<file path="src/hdl/lst_pkg.sv">
// ----------------------------------------------------------------------------
// lst_pkg
// shared types and constants of the locomotive slot table
// ----------------------------------------------------------------------------
`default_nettype none

package lst_pkg;

  localparam int unsigned SLOT_COUNT_DEF = 16;
  localparam int unsigned ADDR_W         = 16;
  localparam int unsigned BYTE_W         = 8;
  localparam int unsigned SLOT_IDX_W     = 4;
  localparam logic [ADDR_W-1:0] FREE_ADDR = 16'hFFFF;

  typedef enum logic [1:0] {
    OP_CLEAR  = 2'd0,
    OP_UPDATE = 2'd1,
    OP_LOAD   = 2'd2,
    OP_ARM    = 2'd3
  } lst_op_e;

  typedef enum logic [1:0] {
    FK_SPEED = 2'd0,
    FK_LOW   = 2'd1,
    FK_MID   = 2'd2,
    FK_HIGH  = 2'd3
  } lst_kind_e;

  typedef enum logic [2:0] {
    ST_HIT      = 3'd0,
    ST_ALLOC    = 3'd1,
    ST_GUARDED  = 3'd2,
    ST_FULL     = 3'd3,
    ST_NOMATCH  = 3'd4,
    ST_DONE     = 3'd5
  } lst_status_e;

  // one slot as stored in the table memory
  typedef struct packed {
    logic [ADDR_W-1:0] addr;
    logic [BYTE_W-1:0] speed;
    logic [BYTE_W-1:0] func_low;
    logic [BYTE_W-1:0] func_mid;
    logic [BYTE_W-1:0] func_high;
  } lst_entry_t;

  // controller to datapath
  typedef struct packed {
    logic load;    // capture the input beat, restart the scan
    logic scan;    // read the slot at the scan counter
    logic commit;  // apply the decision and load the result register
  } lst_cmd_t;

  // datapath to controller
  typedef struct packed {
    logic scan_last;
  } lst_stat_t;

endpackage

`default_nettype wire

</file>
<file path="src/hdl/loco_slot_table.sv">
// ----------------------------------------------------------------------------
// loco_slot_table
// associative table of locomotive slots with allocate on miss
// ----------------------------------------------------------------------------
// Input channel (in_valid_i / in_ready_o) carries one command beat: clear,
// update a field in every matching slot, load by address, or arm the
// allocation guard. Output channel (out_valid_o / out_ready_i) returns one
// result beat per command with status and the selected slot contents.
// Every command scans all SLOT_COUNT slots through the table memory read
// port, one slot per cycle, then drains the compare stage and commits.
// The input takes no new beat until the previous command has committed;
// throughput is limited by the single read port.
// Reset frees all slots and clears the guard at once through per-slot
// valid bits; no clearing pass is needed. A stalled receiver holds the
// result register; a finished command waits in its commit step until the
// result register is free, while the input side stays closed.
// ----------------------------------------------------------------------------
`default_nettype none

module loco_slot_table #(
  parameter int unsigned SLOT_COUNT = lst_pkg::SLOT_COUNT_DEF
) (
  input  logic                           clk_i,
  input  logic                           rst_ni,
  input  logic                           in_valid_i,
  output logic                           in_ready_o,
  input  logic [1:0]                     op_i,
  input  logic [lst_pkg::ADDR_W-1:0]     loco_address_i,
  input  logic [1:0]                     field_kind_i,
  input  logic [lst_pkg::BYTE_W-1:0]     field_value_i,
  output logic                           out_valid_o,
  input  logic                           out_ready_i,
  output logic [2:0]                     status_o,
  output logic [lst_pkg::SLOT_IDX_W-1:0] slot_index_o,
  output logic [lst_pkg::ADDR_W-1:0]     slot_address_o,
  output logic [lst_pkg::BYTE_W-1:0]     speed_out_o,
  output logic [lst_pkg::BYTE_W-1:0]     func_low_out_o,
  output logic [lst_pkg::BYTE_W-1:0]     func_mid_out_o,
  output logic [lst_pkg::BYTE_W-1:0]     func_high_out_o
);
  import lst_pkg::*;

  lst_cmd_t  cmd;
  lst_stat_t stat;

  // sequencer
  lst_ctrl u_ctrl (
    .clk_i       (clk_i),
    .rst_ni      (rst_ni),
    .in_valid_i  (in_valid_i),
    .in_ready_o  (in_ready_o),
    .out_valid_o (out_valid_o),
    .out_ready_i (out_ready_i),
    .cmd_o       (cmd),
    .stat_i      (stat)
  );

  // table and result path
  lst_datapath #(
    .SLOT_COUNT (SLOT_COUNT)
  ) u_datapath (
    .clk_i           (clk_i),
    .rst_ni          (rst_ni),
    .cmd_i           (cmd),
    .stat_o          (stat),
    .op_i            (op_i),
    .loco_address_i  (loco_address_i),
    .field_kind_i    (field_kind_i),
    .field_value_i   (field_value_i),
    .status_o        (status_o),
    .slot_index_o    (slot_index_o),
    .slot_address_o  (slot_address_o),
    .speed_out_o     (speed_out_o),
    .func_low_out_o  (func_low_out_o),
    .func_mid_out_o  (func_mid_out_o),
    .func_high_out_o (func_high_out_o)
  );

endmodule

`default_nettype wire

</file>
<file path="src/hdl/lst_ctrl.sv">
// ----------------------------------------------------------------------------
// lst_ctrl
// sequencer for accept, slot scan, decision and result handoff
// ----------------------------------------------------------------------------
`default_nettype none

module lst_ctrl (
  input  logic              clk_i,
  input  logic              rst_ni,
  input  logic              in_valid_i,
  output logic              in_ready_o,
  output logic              out_valid_o,
  input  logic              out_ready_i,
  output lst_pkg::lst_cmd_t cmd_o,
  input  lst_pkg::lst_stat_t stat_i
);
  import lst_pkg::*;

  typedef enum logic [3:0] {
    S_IDLE   = 4'b0001,
    S_SCAN   = 4'b0010,
    S_DRAIN  = 4'b0100,
    S_FINISH = 4'b1000
  } state_e;

  state_e state_q, state_d;
  logic   out_valid_q, out_valid_d;
  logic   out_free;

  // result register can take a new beat
  assign out_free = !out_valid_q || out_ready_i;

  // next state and commands
  always_comb begin
    state_d     = state_q;
    cmd_o       = '0;
    in_ready_o  = 1'b0;
    case (state_q)
      S_IDLE: begin
        in_ready_o = 1'b1;
        if (in_valid_i) begin
          cmd_o.load = 1'b1;
          state_d    = S_SCAN;
        end
      end
      S_SCAN: begin
        cmd_o.scan = 1'b1;
        if (stat_i.scan_last) begin
          state_d = S_DRAIN;
        end
      end
      S_DRAIN: begin
        state_d = S_FINISH;
      end
      S_FINISH: begin
        if (out_free) begin
          cmd_o.commit = 1'b1;
          state_d      = S_IDLE;
        end
      end
      default: begin
        state_d = S_IDLE;
      end
    endcase
  end

  // output valid flag
  always_comb begin
    out_valid_d = out_valid_q;
    if (cmd_o.commit) begin
      out_valid_d = 1'b1;
    end else if (out_ready_i) begin
      out_valid_d = 1'b0;
    end
  end

  always_ff @(posedge clk_i or negedge rst_ni) begin
    if (!rst_ni) begin
      state_q     <= S_IDLE;
      out_valid_q <= 1'b0;
    end else begin
      state_q     <= state_d;
      out_valid_q <= out_valid_d;
    end
  end

  assign out_valid_o = out_valid_q;

endmodule

`default_nettype wire

</file>
<file path="src/hdl/lst_datapath.sv">
// ----------------------------------------------------------------------------
// lst_datapath
// slot memory, valid bits, scan compare, guard flag and result register
// ----------------------------------------------------------------------------
`default_nettype none

module lst_datapath #(
  parameter int unsigned SLOT_COUNT = lst_pkg::SLOT_COUNT_DEF
) (
  input  logic                                 clk_i,
  input  logic                                 rst_ni,
  input  lst_pkg::lst_cmd_t                    cmd_i,
  output lst_pkg::lst_stat_t                   stat_o,
  input  logic [1:0]                           op_i,
  input  logic [lst_pkg::ADDR_W-1:0]           loco_address_i,
  input  logic [1:0]                           field_kind_i,
  input  logic [lst_pkg::BYTE_W-1:0]           field_value_i,
  output logic [2:0]                           status_o,
  output logic [lst_pkg::SLOT_IDX_W-1:0]       slot_index_o,
  output logic [lst_pkg::ADDR_W-1:0]           slot_address_o,
  output logic [lst_pkg::BYTE_W-1:0]           speed_out_o,
  output logic [lst_pkg::BYTE_W-1:0]           func_low_out_o,
  output logic [lst_pkg::BYTE_W-1:0]           func_mid_out_o,
  output logic [lst_pkg::BYTE_W-1:0]           func_high_out_o
);
  import lst_pkg::*;

  localparam int unsigned IDX_W = (SLOT_COUNT > 1) ? $clog2(SLOT_COUNT) : 1;
  localparam logic [IDX_W-1:0] LAST_IDX = IDX_W'(SLOT_COUNT - 1);

  // captured beat
  lst_op_e           op_q;
  lst_kind_e         kind_q;
  logic [ADDR_W-1:0] key_q;
  logic [BYTE_W-1:0] val_q;

  // scan pipeline
  logic [IDX_W-1:0]  cnt_q;
  logic              cmp_valid_q;
  logic [IDX_W-1:0]  cmp_idx_q;
  lst_entry_t        rd_data_q;
  logic              rd_valid_q;

  // table storage
  lst_entry_t             mem_q [SLOT_COUNT];
  logic [SLOT_COUNT-1:0]  valid_q;

  // scan findings
  logic              hit_q;
  logic [IDX_W-1:0]  hit_idx_q;
  lst_entry_t        hit_entry_q;
  logic              free_q;
  logic [IDX_W-1:0]  free_idx_q;
  logic              any_q;
  logic              guard_q;

  // result register
  lst_status_e            res_status_q;
  logic [SLOT_IDX_W-1:0]  res_idx_q;
  lst_entry_t             res_entry_q;

  lst_entry_t        eff_entry;
  lst_entry_t        upd_entry;
  lst_entry_t        alloc_entry;
  logic              match;
  logic              is_free;
  logic              wr_en;
  logic [IDX_W-1:0]  wr_idx;
  lst_entry_t        wr_data;
  lst_status_e       res_status;
  logic [IDX_W-1:0]  res_idx;
  lst_entry_t        res_entry;
  logic              do_alloc;

  assign stat_o.scan_last = (cnt_q == LAST_IDX);

  // capture the beat
  always_ff @(posedge clk_i) begin
    if (cmd_i.load) begin
      op_q   <= lst_op_e'(op_i);
      kind_q <= lst_kind_e'(field_kind_i);
      key_q  <= loco_address_i;
      val_q  <= field_value_i;
    end
  end

  // slot as seen by the compare stage, a never-written slot is free and zero
  always_comb begin
    eff_entry      = '0;
    eff_entry.addr = FREE_ADDR;
    if (rd_valid_q) begin
      eff_entry = rd_data_q;
    end
    match   = cmp_valid_q && (eff_entry.addr == key_q);
    is_free = cmp_valid_q && (eff_entry.addr == FREE_ADDR);
  end

  // field replacement for update
  always_comb begin
    upd_entry = eff_entry;
    case (kind_q)
      FK_SPEED: upd_entry.speed     = val_q;
      FK_LOW:   upd_entry.func_low  = val_q;
      FK_MID:   upd_entry.func_mid  = val_q;
      FK_HIGH:  upd_entry.func_high = val_q;
      default:  upd_entry.speed     = val_q;
    endcase
  end

  // decision once the scan is through
  always_comb begin
    alloc_entry      = '0;
    alloc_entry.addr = key_q;
    res_status       = ST_DONE;
    res_idx          = '0;
    res_entry        = '0;
    do_alloc         = 1'b0;
    case (op_q)
      OP_CLEAR: res_status = ST_DONE;
      OP_UPDATE: res_status = any_q ? ST_DONE : ST_NOMATCH;
      OP_LOAD: begin
        if (hit_q) begin
          res_status = ST_HIT;
          res_idx    = hit_idx_q;
          res_entry  = hit_entry_q;
        end else if (guard_q) begin
          res_status = ST_GUARDED;
        end else if (free_q) begin
          res_status = ST_ALLOC;
          res_idx    = free_idx_q;
          res_entry  = alloc_entry;
          do_alloc   = 1'b1;
        end else begin
          res_status = ST_FULL;
        end
      end
      OP_ARM: res_status = ST_DONE;
      default: res_status = ST_DONE;
    endcase
  end

  // single write port: update during scan, allocation at commit
  always_comb begin
    wr_en   = 1'b0;
    wr_idx  = cmp_idx_q;
    wr_data = upd_entry;
    if (match && (op_q == OP_UPDATE)) begin
      wr_en = 1'b1;
    end else if (cmd_i.commit && do_alloc) begin
      wr_en   = 1'b1;
      wr_idx  = free_idx_q;
      wr_data = alloc_entry;
    end
  end

  // table memory, registered read
  always_ff @(posedge clk_i) begin
    if (wr_en) begin
      mem_q[wr_idx] <= wr_data;
    end
    if (cmd_i.scan) begin
      rd_data_q <= mem_q[cnt_q];
    end
  end

  // scan control, valid bits, findings and guard
  always_ff @(posedge clk_i or negedge rst_ni) begin
    if (!rst_ni) begin
      cnt_q       <= '0;
      cmp_valid_q <= 1'b0;
      cmp_idx_q   <= '0;
      rd_valid_q  <= 1'b0;
      valid_q     <= '0;
      hit_q       <= 1'b0;
      hit_idx_q   <= '0;
      free_q      <= 1'b0;
      free_idx_q  <= '0;
      any_q       <= 1'b0;
      guard_q     <= 1'b0;
    end else begin
      cmp_valid_q <= cmd_i.scan;
      cmp_idx_q   <= cnt_q;
      if (cmd_i.scan) begin
        rd_valid_q <= valid_q[cnt_q];
        cnt_q      <= stat_o.scan_last ? '0 : cnt_q + IDX_W'(1);
      end
      if (cmd_i.load) begin
        cnt_q  <= '0;
        hit_q  <= 1'b0;
        free_q <= 1'b0;
        any_q  <= 1'b0;
      end else begin
        if (match) begin
          any_q <= 1'b1;
        end
        if (match && !hit_q) begin
          hit_q     <= 1'b1;
          hit_idx_q <= cmp_idx_q;
        end
        if (is_free && !free_q) begin
          free_q     <= 1'b1;
          free_idx_q <= cmp_idx_q;
        end
      end
      if (cmd_i.commit && (op_q == OP_CLEAR)) begin
        valid_q <= '0;
      end else if (wr_en) begin
        valid_q[wr_idx] <= 1'b1;
      end
      if (cmd_i.commit && (op_q == OP_ARM)) begin
        guard_q <= 1'b1;
      end else if (cmd_i.commit && (op_q == OP_LOAD) && !hit_q && guard_q) begin
        guard_q <= 1'b0;
      end
    end
  end

  // contents of the first matching slot
  always_ff @(posedge clk_i) begin
    if (match && !hit_q && !cmd_i.load) begin
      hit_entry_q <= eff_entry;
    end
  end

  // result register
  always_ff @(posedge clk_i) begin
    if (cmd_i.commit) begin
      res_status_q <= res_status;
      res_idx_q    <= SLOT_IDX_W'(res_idx);
      res_entry_q  <= res_entry;
    end
  end

  assign status_o        = res_status_q;
  assign slot_index_o    = res_idx_q;
  assign slot_address_o  = res_entry_q.addr;
  assign speed_out_o     = res_entry_q.speed;
  assign func_low_out_o  = res_entry_q.func_low;
  assign func_mid_out_o  = res_entry_q.func_mid;
  assign func_high_out_o = res_entry_q.func_high;

endmodule

`default_nettype wire

</file>
<file path="config.mk">
export PLATFORM = sky130hd
export DESIGN_NAME = loco_slot_table
export DESIGN_NICKNAME = d
export VERILOG_FILES = /design/src/hdl/lst_pkg.sv /design/src/hdl/loco_slot_table.sv /design/src/hdl/lst_ctrl.sv /design/src/hdl/lst_datapath.sv
export SDC_FILE = /design/constraint.sdc
export NUM_CORES = 1
export LEC_CHECK = 0
export BUFFER_PORTS_ARGS = -buffer_cell sky130_fd_sc_hd__buf_2
export CORE_MARGIN = 2
export CORE_UTILIZATION = 56
export DETAILED_ROUTE_END_ITERATION = 8
export GPL_ROUTABILITY_DRIVEN = 0
export PLACE_DENSITY = 0.75
export SLEW_MARGIN = 40
export SYNTH_ARGS = -nofsm -noshare
export SYNTH_HDL_FRONTEND = slang
export SYNTH_SLANG_ARGS = --single-unit
</file>
<file path="constraint.sdc">
create_clock -name clk_i -period 7.3 [get_ports clk_i]
set_clock_uncertainty 0.1 [all_clocks]
set_input_delay 0.73 -clock clk_i [delete_from_list [all_inputs] [get_ports clk_i]]
set_output_delay 0.73 -clock clk_i [all_outputs]
set_load 0.02 [all_outputs]
</file>
==> key figures, run 1 <==
Status
  – Status: finished clean

Floorplanning
  – # IOs: around 90
  – Die Y: 265.4 µm
  – Core ar.: 67400 µm²
  – Row count: 95
  – Die Wd: 265.4 µm
  – Die area: 70430 µm²
  – Initial core utilization: 56.77%

Layout
  – NumNets Final: 1997
  – Share of layout cells above drive strength 1: 30.01%
  – Syn-to-layout area delta: 13.60%
  – Ant. Diodes: 0
  – # fillers: 4212

Detailed routing
  – DRT iter0 DRCs: 2482
  – Via density: 6.577
  – Post-detailed-route count of antenna-violating nets: 0
  – Routed wire per std cell: 30.22 µm
  – Routed wire length: 88.00 mm
  – DR pass1 iterations: 6
  – Number of remaining DRC errors: 0
  – Routed via count: 19150

Logic synthesis
  – Cells after Synth: 1818
  – Flops & latches, synth: 990
  – Area contributors post-synth: edfxtp_1 (74%), mux4_2 (14%), dfrtp_1 (2.7%), nand2_1 (0.86%), nor2_1 (0.77%)
  – Ys async rst share: between 4 and 5%
  – Synth cell count leaders: edfxtp_1 (947), mux4_2 (245), nand2_1 (88)
  – Synth Flop Type: edfxtp_1
  – Area leader, netlist: edfxtp_1
  – Top-area cell type share of the netlist area: ~74%
  – Synth Net Count: about 1900
  – Post-Syn Area: 38260 µm²
  – Number of synthesized flops with an enable pin: around 950
  – Yosys synthesis warning count: 0
  – Most frequent cell after synthesis: edfxtp_1
  – Mean Syn Cell Area: 21.04 µm²
  – Post-synthesis cell type count: 59
  – Sequential area share after synthesis: a little under 80%

STA
  – Final Critical Period: 5.396 ns
  – Max-slew headroom: 38.98%
  – Tcrit/Tclk final: 73.91%
  – Unrepaired setup endpoints after global routing: false
  – Actual slew at the worst max-slew pin: 0.9153 ns
  – Final setup viols: 0
  – Setup TNS: 0 ns
  – Worst Slack Setup Final: roughly 1.9 ns
  – Final Hold Vio Count: 0
  – Final hold slack: 0.1442 ns
  – Fmax: 185.3 MHz
  – Slew Limit Fails: 0

CTS
  – Setup bufs post-CTS: 0
  – CTS max path bufs: 3
  – CTS tree: done
  – CTS root buf: clkbuf_16
  – Clock sink count: 990
  – Clk slew on worst S/H paths: 0.06 ns
  – Clock Latency Late Sink: 0.67 ns
  – H-tree level count: 3
  – Total CTS buffers: 96

Job
  – Max-Cap Viols: 0

Power and ir drop
  – Cell Pwr Density: 305.9 nW/µm²
  – Tot Pwr: 13.29 mW
  – Peak supply drop: 0.2680 mV
  – Static Leak: 12.84 nW

Worst setup path
  – CP Capture Type: register
  – Worst Setup EP: u_datapath.mem_q[3][4]$_DFFE_PP_
  – Crit-path max FO: 35
  – Worst path required time: 7.50 ns
  – FF-to-FF Start: u_datapath.op_q[0]$_DFFE_PP_
  – Setup slack, reg-to-reg: 1.90 ns
  – Depth of the most critical reg-to-reg path: 12
  – Origin of the worst setup path: u_datapath.op_q[0]$_DFFE_PP_
  – CP Class: register to register
  – Startpoint type of the worst setup path: register
  – Crit path DAT: ~5.6 ns
  – Worst r2r dst: u_datapath.mem_q[3][4]$_DFFE_PP_

Place
  – IO buf count: around 90
  – Pre-CTS WS: 1.861 ns
  – HPWL Detailed: 48.61 mm

Hold path
  – Hold crit path type: input port to register

Global routing
  – All-Layer GR Usage: 25.58%
  – First-pass GRT wire length: 129.9 mm
  – Initial antenna violation count: 4
  – Vias in the first global route: 19510
  – Largest net degree at the start of global routing: 131
  – GRT overflow: 0
## flip-flops by register name, indices dropped and copies added, names as in the netlist, 16 cells and up
name and flops:
u_datapath.mem_q 768, u_datapath.hit_entry_q 48, u_datapath.rd_data_q 48, u_datapath.key_q 16, u_datapath.slot_address_o 16, u_datapath.valid_q 16
## through the flow
| stage | area [µm²] | utilization (%) | cells |
|---|---|---|---|
| after global routing | 43460 | 64.49 | 2912 |
| after global placement | 39980 | 59.32 | 2728 |
| after floorplan | 38260 | - | 1818 |
| after detailed placement | 40230 | 59.70 | 2732 |
| after CTS | 43380 | 64.36 | 2910 |
| final | 43460 | 64.49 | 2912 |
## timing repair
item                      4_1_cts  5_1_grt
gates resized for setup         0        0
hold buffers                    1        0
hold endpoints to repair       42        0
## cell type report
type	instances	area (µm²)	area share (%)
inverter	9	36.28	0.08348
tap	873	1092	2.513
timing repair buffer	138	1017	2.340
clock inverter	59	625.6	1.439
clock buffer	118	2506	5.766
multi-input combinational	725	8657	19.92
sequential	990	29530	67.94
## placed cells by master (no fill, tap or decap), types with 5 or more instances in the layout
cell,netlist,layout
o31ai_1,6,6
xor2_1,6,6
inv_1,8,8
buf_12,0,9
clkinv_1,0,20
and3_1,32,32
edfxtp_1,947,947
nor2b_1,9,9
a211oi_1,11,11
a21oi_2,0,32
and2_1,37,37
nand3b_1,10,10
a21oi_1,55,21
nor2_2,0,12
bufinv_16,0,10
nand4_1,6,6
mux4_2,245,245
mux2_2,10,10
buf_4,5,30
nand2b_1,22,22
nor2_1,78,49
nor3_1,27,25
clkinv_2,0,18
clkbuf_16,0,97
ha_1,5,5
nor2_4,0,17
dfrtp_1,42,37
nand2_1,88,88
a22o_1,20,20
buf_2,12,87
buf_6,1,7
clkbuf_1,58,21
## per-layer routing
layer | vias up | track usage [%] | routed length [µm]
met5 | - | 0 | 7
met4 | 2 | 8.856 | 2922
met3 | 195 | 5.379 | 8345
met2 | 1211 | 40.81 | 43320
met1 | 9967 | 35.73 | 33400
li1 | 7778 | - | -
## critical path, cell delays in order (launching register included)
cell and delay (ns):
edfxtp_1 0.42, inv_1 0.11, ha_1 0.15, buf_4 0.39, nand2b_1 0.21, nor3_2 0.14
buf_4 0.27, and2_1 0.39, a21boi_4 0.64, buf_4 0.63, a21oi_2 0.31, nor2_4 0.67
buf_4 0.59
## how the worst min path moves through the flow
stage                                         start                           endpoint  slack [ns]  cells past startpoint
floorplan           u_datapath.cnt_q[2]$_DFFE_PN0P_  u_datapath.cmp_idx_q[2]$_DFF_PN0_        0.25                      0
global placement    u_datapath.cnt_q[3]$_DFFE_PN0P_  u_datapath.cmp_idx_q[3]$_DFF_PN0_        0.35                      0
detailed placement  u_datapath.cnt_q[3]$_DFFE_PN0P_  u_datapath.cmp_idx_q[3]$_DFF_PN0_        0.37                      0
CTS                                field_value_i[6]      u_datapath.val_q[6]$_DFFE_PP_        0.11                      1
global route                        field_kind_i[0]     u_datapath.kind_q[0]$_DFFE_PP_        0.12                      1
finish                              field_kind_i[0]     u_datapath.kind_q[0]$_DFFE_PP_        0.14                      1
## power by group
part           switching [mW]  total [mW]  internal, mW
combinational           0.943        1.76         0.820
clock                    2.10        4.91          2.81
sequential              0.183        6.62          6.44
## logic make-up after synthesis
kind of cell    Yosys count  share of synthesized area, %
fa+ha+maj                 5                        0.1635
xor+xnor                  8                        0.1831
buf+inv                 103                         1.118
flops                   990                         77.14
simple gates            336                         4.503
mux                     256                         14.74
compound gates          120                         2.145
Note: power is estimated with default switching activity, not from simulation.
==> run 2: changes to the inputs <==
- ABC_AREA: unset -> 1
- clock period: 7.3 -> 4.5 ns (I/O delays scaled with it)
==> run 2 against run 1 <==
Compared with the run above: sequential share of layout area fell by 1.9 points; die area grew 2.5%; highest routed layer is now met4; synthesized area grew 2.5%; fmax up 35%; global-route usage rose by 2.2 points; sequential power grew 77%; total power rose by 90%; clock-buffer cell count is the same; non-clock buffer count up 50; hold slack got worse by 0.086 ns.
==> key figures, run 2 <==
CTS
  – Clk slew on worst S/H paths: about 0.06 ns
  – Clock Latency Late Sink: 0.68 ns
  – Total CTS buffers: roughly 100
  – CTS root buf: clkbuf_16
  – H-tree level count: 3
  – CTS max path bufs: 3
  – Clock sink count: 990
  – # resized after CTS: 0
  – CTS tree: done

Worst setup path
  – Crit-path max FO: 35
  – CP Cell Sequence: inv_1 -> ha_1 -> inv_1 -> nor2_2 -> nand2_2 -> nor2_4 -> inv_2 -> nor2_1 -> nor2_1 -> nand2_1 -> nand2_1 -> nor2_2 -> nand2_1 -> inv_2 -> buf_12
  – Most used cell, CP: nand2_1
  – Origin of the worst setup path: u_datapath.op_q[0]$_DFFE_PP_
  – Crit path DAT: 4.24 ns
  – FF-to-FF Start: u_datapath.op_q[0]$_DFFE_PP_
  – CP Capture Type: register
  – Max stage delay cell, worst path: nor2_4
  – Startpoint type of the worst setup path: register
  – CP Class: register to register
  – Worst path required time: 4.74 ns
  – Biggest cell delay along the critical path: roughly 0.55 ns

Floorplanning
  – Die area: about 70000 µm²
  – Die Wd: 268.6 µm
  – Core ar.: between 60000 and 70000 µm²
  – Row count: a little under 100
  – Initial core utilization: about 56%
  – # IOs: 89
  – Die Y: 268.6 µm

Logic synthesis
  – Ys async rst share: 4.343%
  – Post-synthesis cell type count: 40
  – Synth Net Count: 3104
  – Area contributors post-synth: edfxtp_1 (73%), o21ai_0 (5.7%), nor2_1 (4.7%), nand2_1 (2.8%), dfrtp_1 (2.7%)
  – Most frequent cell after synthesis: edfxtp_1
  – Synth cell count leaders: edfxtp_1 (947), nor2_1 (490), o21ai_0 (446)
  – Top-area cell type share of the netlist area: 72.52%
  – Yosys synthesis warning count: 0
  – Synth Flop Type: edfxtp_1
  – Mean Syn Cell Area: about 13 µm²
  – Post-Syn Area: ~39000 µm²
  – Area leader, netlist: edfxtp_1
  – Flops & latches, synth: 990
  – Number of synthesized flops with an enable pin: 947
  – Sequential area share after synthesis: between 70 and 80%
  – Cells after Synth: 3067

Detailed routing
  – Number of remaining DRC errors: 0
  – Post-detailed-route count of antenna-violating nets: 0
  – Routed wire length: 100.5 mm
  – Routed via count: 26020
  – DR pass1 iterations: 7
  – DRT iter0 DRCs: 3535
  – Routed wire per std cell: 23.97 µm
  – Via density: 6.207

Place
  – IO buf count: 88
  – Pre-CTS WS: 0.5870 ns
  – HPWL Detailed: 54.45 mm
  – Post-place instance area: 41060 µm²
  – Placed insts: roughly 4000

Layout
  – Finished Layout Cells: about 4200
  – Largest regs: u_datapath.mem_q: 768 flops, u_datapath.hit_entry_q: 48 flops, u_datapath.rd_data_q: 48 flops
  – Syn-to-layout area delta: 14.03%
  – NumNets Final: 3207
  – Most frequent cells in the layout: edfxtp_1 (947), nor2_1 (472), o21ai_0 (441), nand2_1 (288), inv_1 (159)
  – Ant. Diodes: 0
  – Share of layout cells above drive strength 1: 12.61%
  – Fin area: 44710 µm²
  – Number of flip-flops under the largest register name: 768
  – Final Util: 64.19%
  – Most common cell after layout, fill and taps aside: edfxtp_1
  – Reg with most FFs: u_datapath.mem_q

Global routing
  – All-Layer GR Usage: 27.82%
  – First-pass GRT wire length: 149.9 mm
  – Vias in the first global route: 25450
  – Largest net degree at the start of global routing: 163
  – GRT overflow: 0
  – Initial antenna violation count: 0

STA
  – Final Critical Period: 3.991 ns
  – Unrepaired setup endpoints after global routing: false
  – Setup TNS: 0 ns
  – Final hold slack: roughly 0.058 ns
  – Max-slew headroom: 44.67%
  – Slew Limit Fails: 0
  – Fmax: approximately 250 MHz
  – Tcrit/Tclk final: 88.70%
  – Actual slew at the worst max-slew pin: 0.8300 ns
  – Final Hold Vio Count: 0
  – Worst Slack Setup Final: ~0.51 ns
  – Final setup viols: 0

Power and ir drop
  – Static Leak: 15.56 nW
  – Peak supply drop: between 0.5 and 0.6 mV
  – Cell Pwr Density: approximately 570 nW/µm²
  – Tot Pwr: 25.30 mW

Hold path
  – Hold crit path type: input port to register
  – Hold Startpoint: in_valid_i

Job
  – Max-Cap Viols: 0

Status
  – Status: finished clean
-- run 2: cell families after synthesis --
kind of cell	after synthesis	share of synthesized area (%)
AO/OA/AOI/OAI	733	10.63
flip-flops	990	75.27
AND/OR/NAND/NOR	973	10.34
adder cells (fa/ha/maj)	5	0.1595
buffers and inverters	365	3.587
XOR/XNOR	1	0.02234
-- run 2: path summary, 6_finish.rpt --
kind	to	slack (ns)	depth (start not counted)
min in group asynchronous	u_datapath.cnt_q[3]$_DFFE_PN0P_	0.22	2
min reg2reg	u_datapath.free_idx_q[0]$_DFFE_PN0P_	0.40	2
max in group asynchronous	u_datapath.cnt_q[2]$_DFFE_PN0P_	3.60	2
min	u_ctrl.state_q[0]$_DFFE_PN1P_	0.06	4
max	u_datapath.mem_q[14][12]$_DFFE_PP_	0.51	15
max reg2reg	u_datapath.mem_q[14][12]$_DFFE_PP_	0.51	15
-- run 2: area by class of cell --
class,count,area (µm²)
Sequential cell,990,29530
Fill cell,4873,24950
Clock inverter,63,713.2
Clock buffer,118,2559
Timing Repair Buffer,188,1575
Multi-Input combinational cell,1712,8471
Inverter,180,693.2
Tap cell,940,1176
-- run 2: what timing repair did --
item,CTS,global route
hold buffers,30,0
hold endpoints to repair,71,0
buffers inserted,0,0
setup endpoints to repair,0,0
-- run 2: where the power goes --
part | switching, mW | total, mW | internal (mW)
logic | 3.97 | 5.34 | 1.36
clock network | 3.52 | 8.26 | 4.73
registers | 0.329 | 11.7 | 11.4
total | 7.82 | 25.3 | 17.5
-- run 2: per-layer routing --
metal | vias up | routed length [µm] | track usage [%]
met5 | - | 0 | 0
met4 | 0 | 4178 | 12.15
met3 | 279 | 10490 | 4.584
met2 | 1720 | 48710 | 45.82
met1 | 12680 | 37080 | 36.94
li1 | 11340 | - | -
-- run 2: critical path: cells and delay by family (launching register included) --
kind	cells	cell delay, ns
fa+ha+maj	1	0.17
buf+inv	5	1.14
flops	1	0.42
simple gates	9	1.87
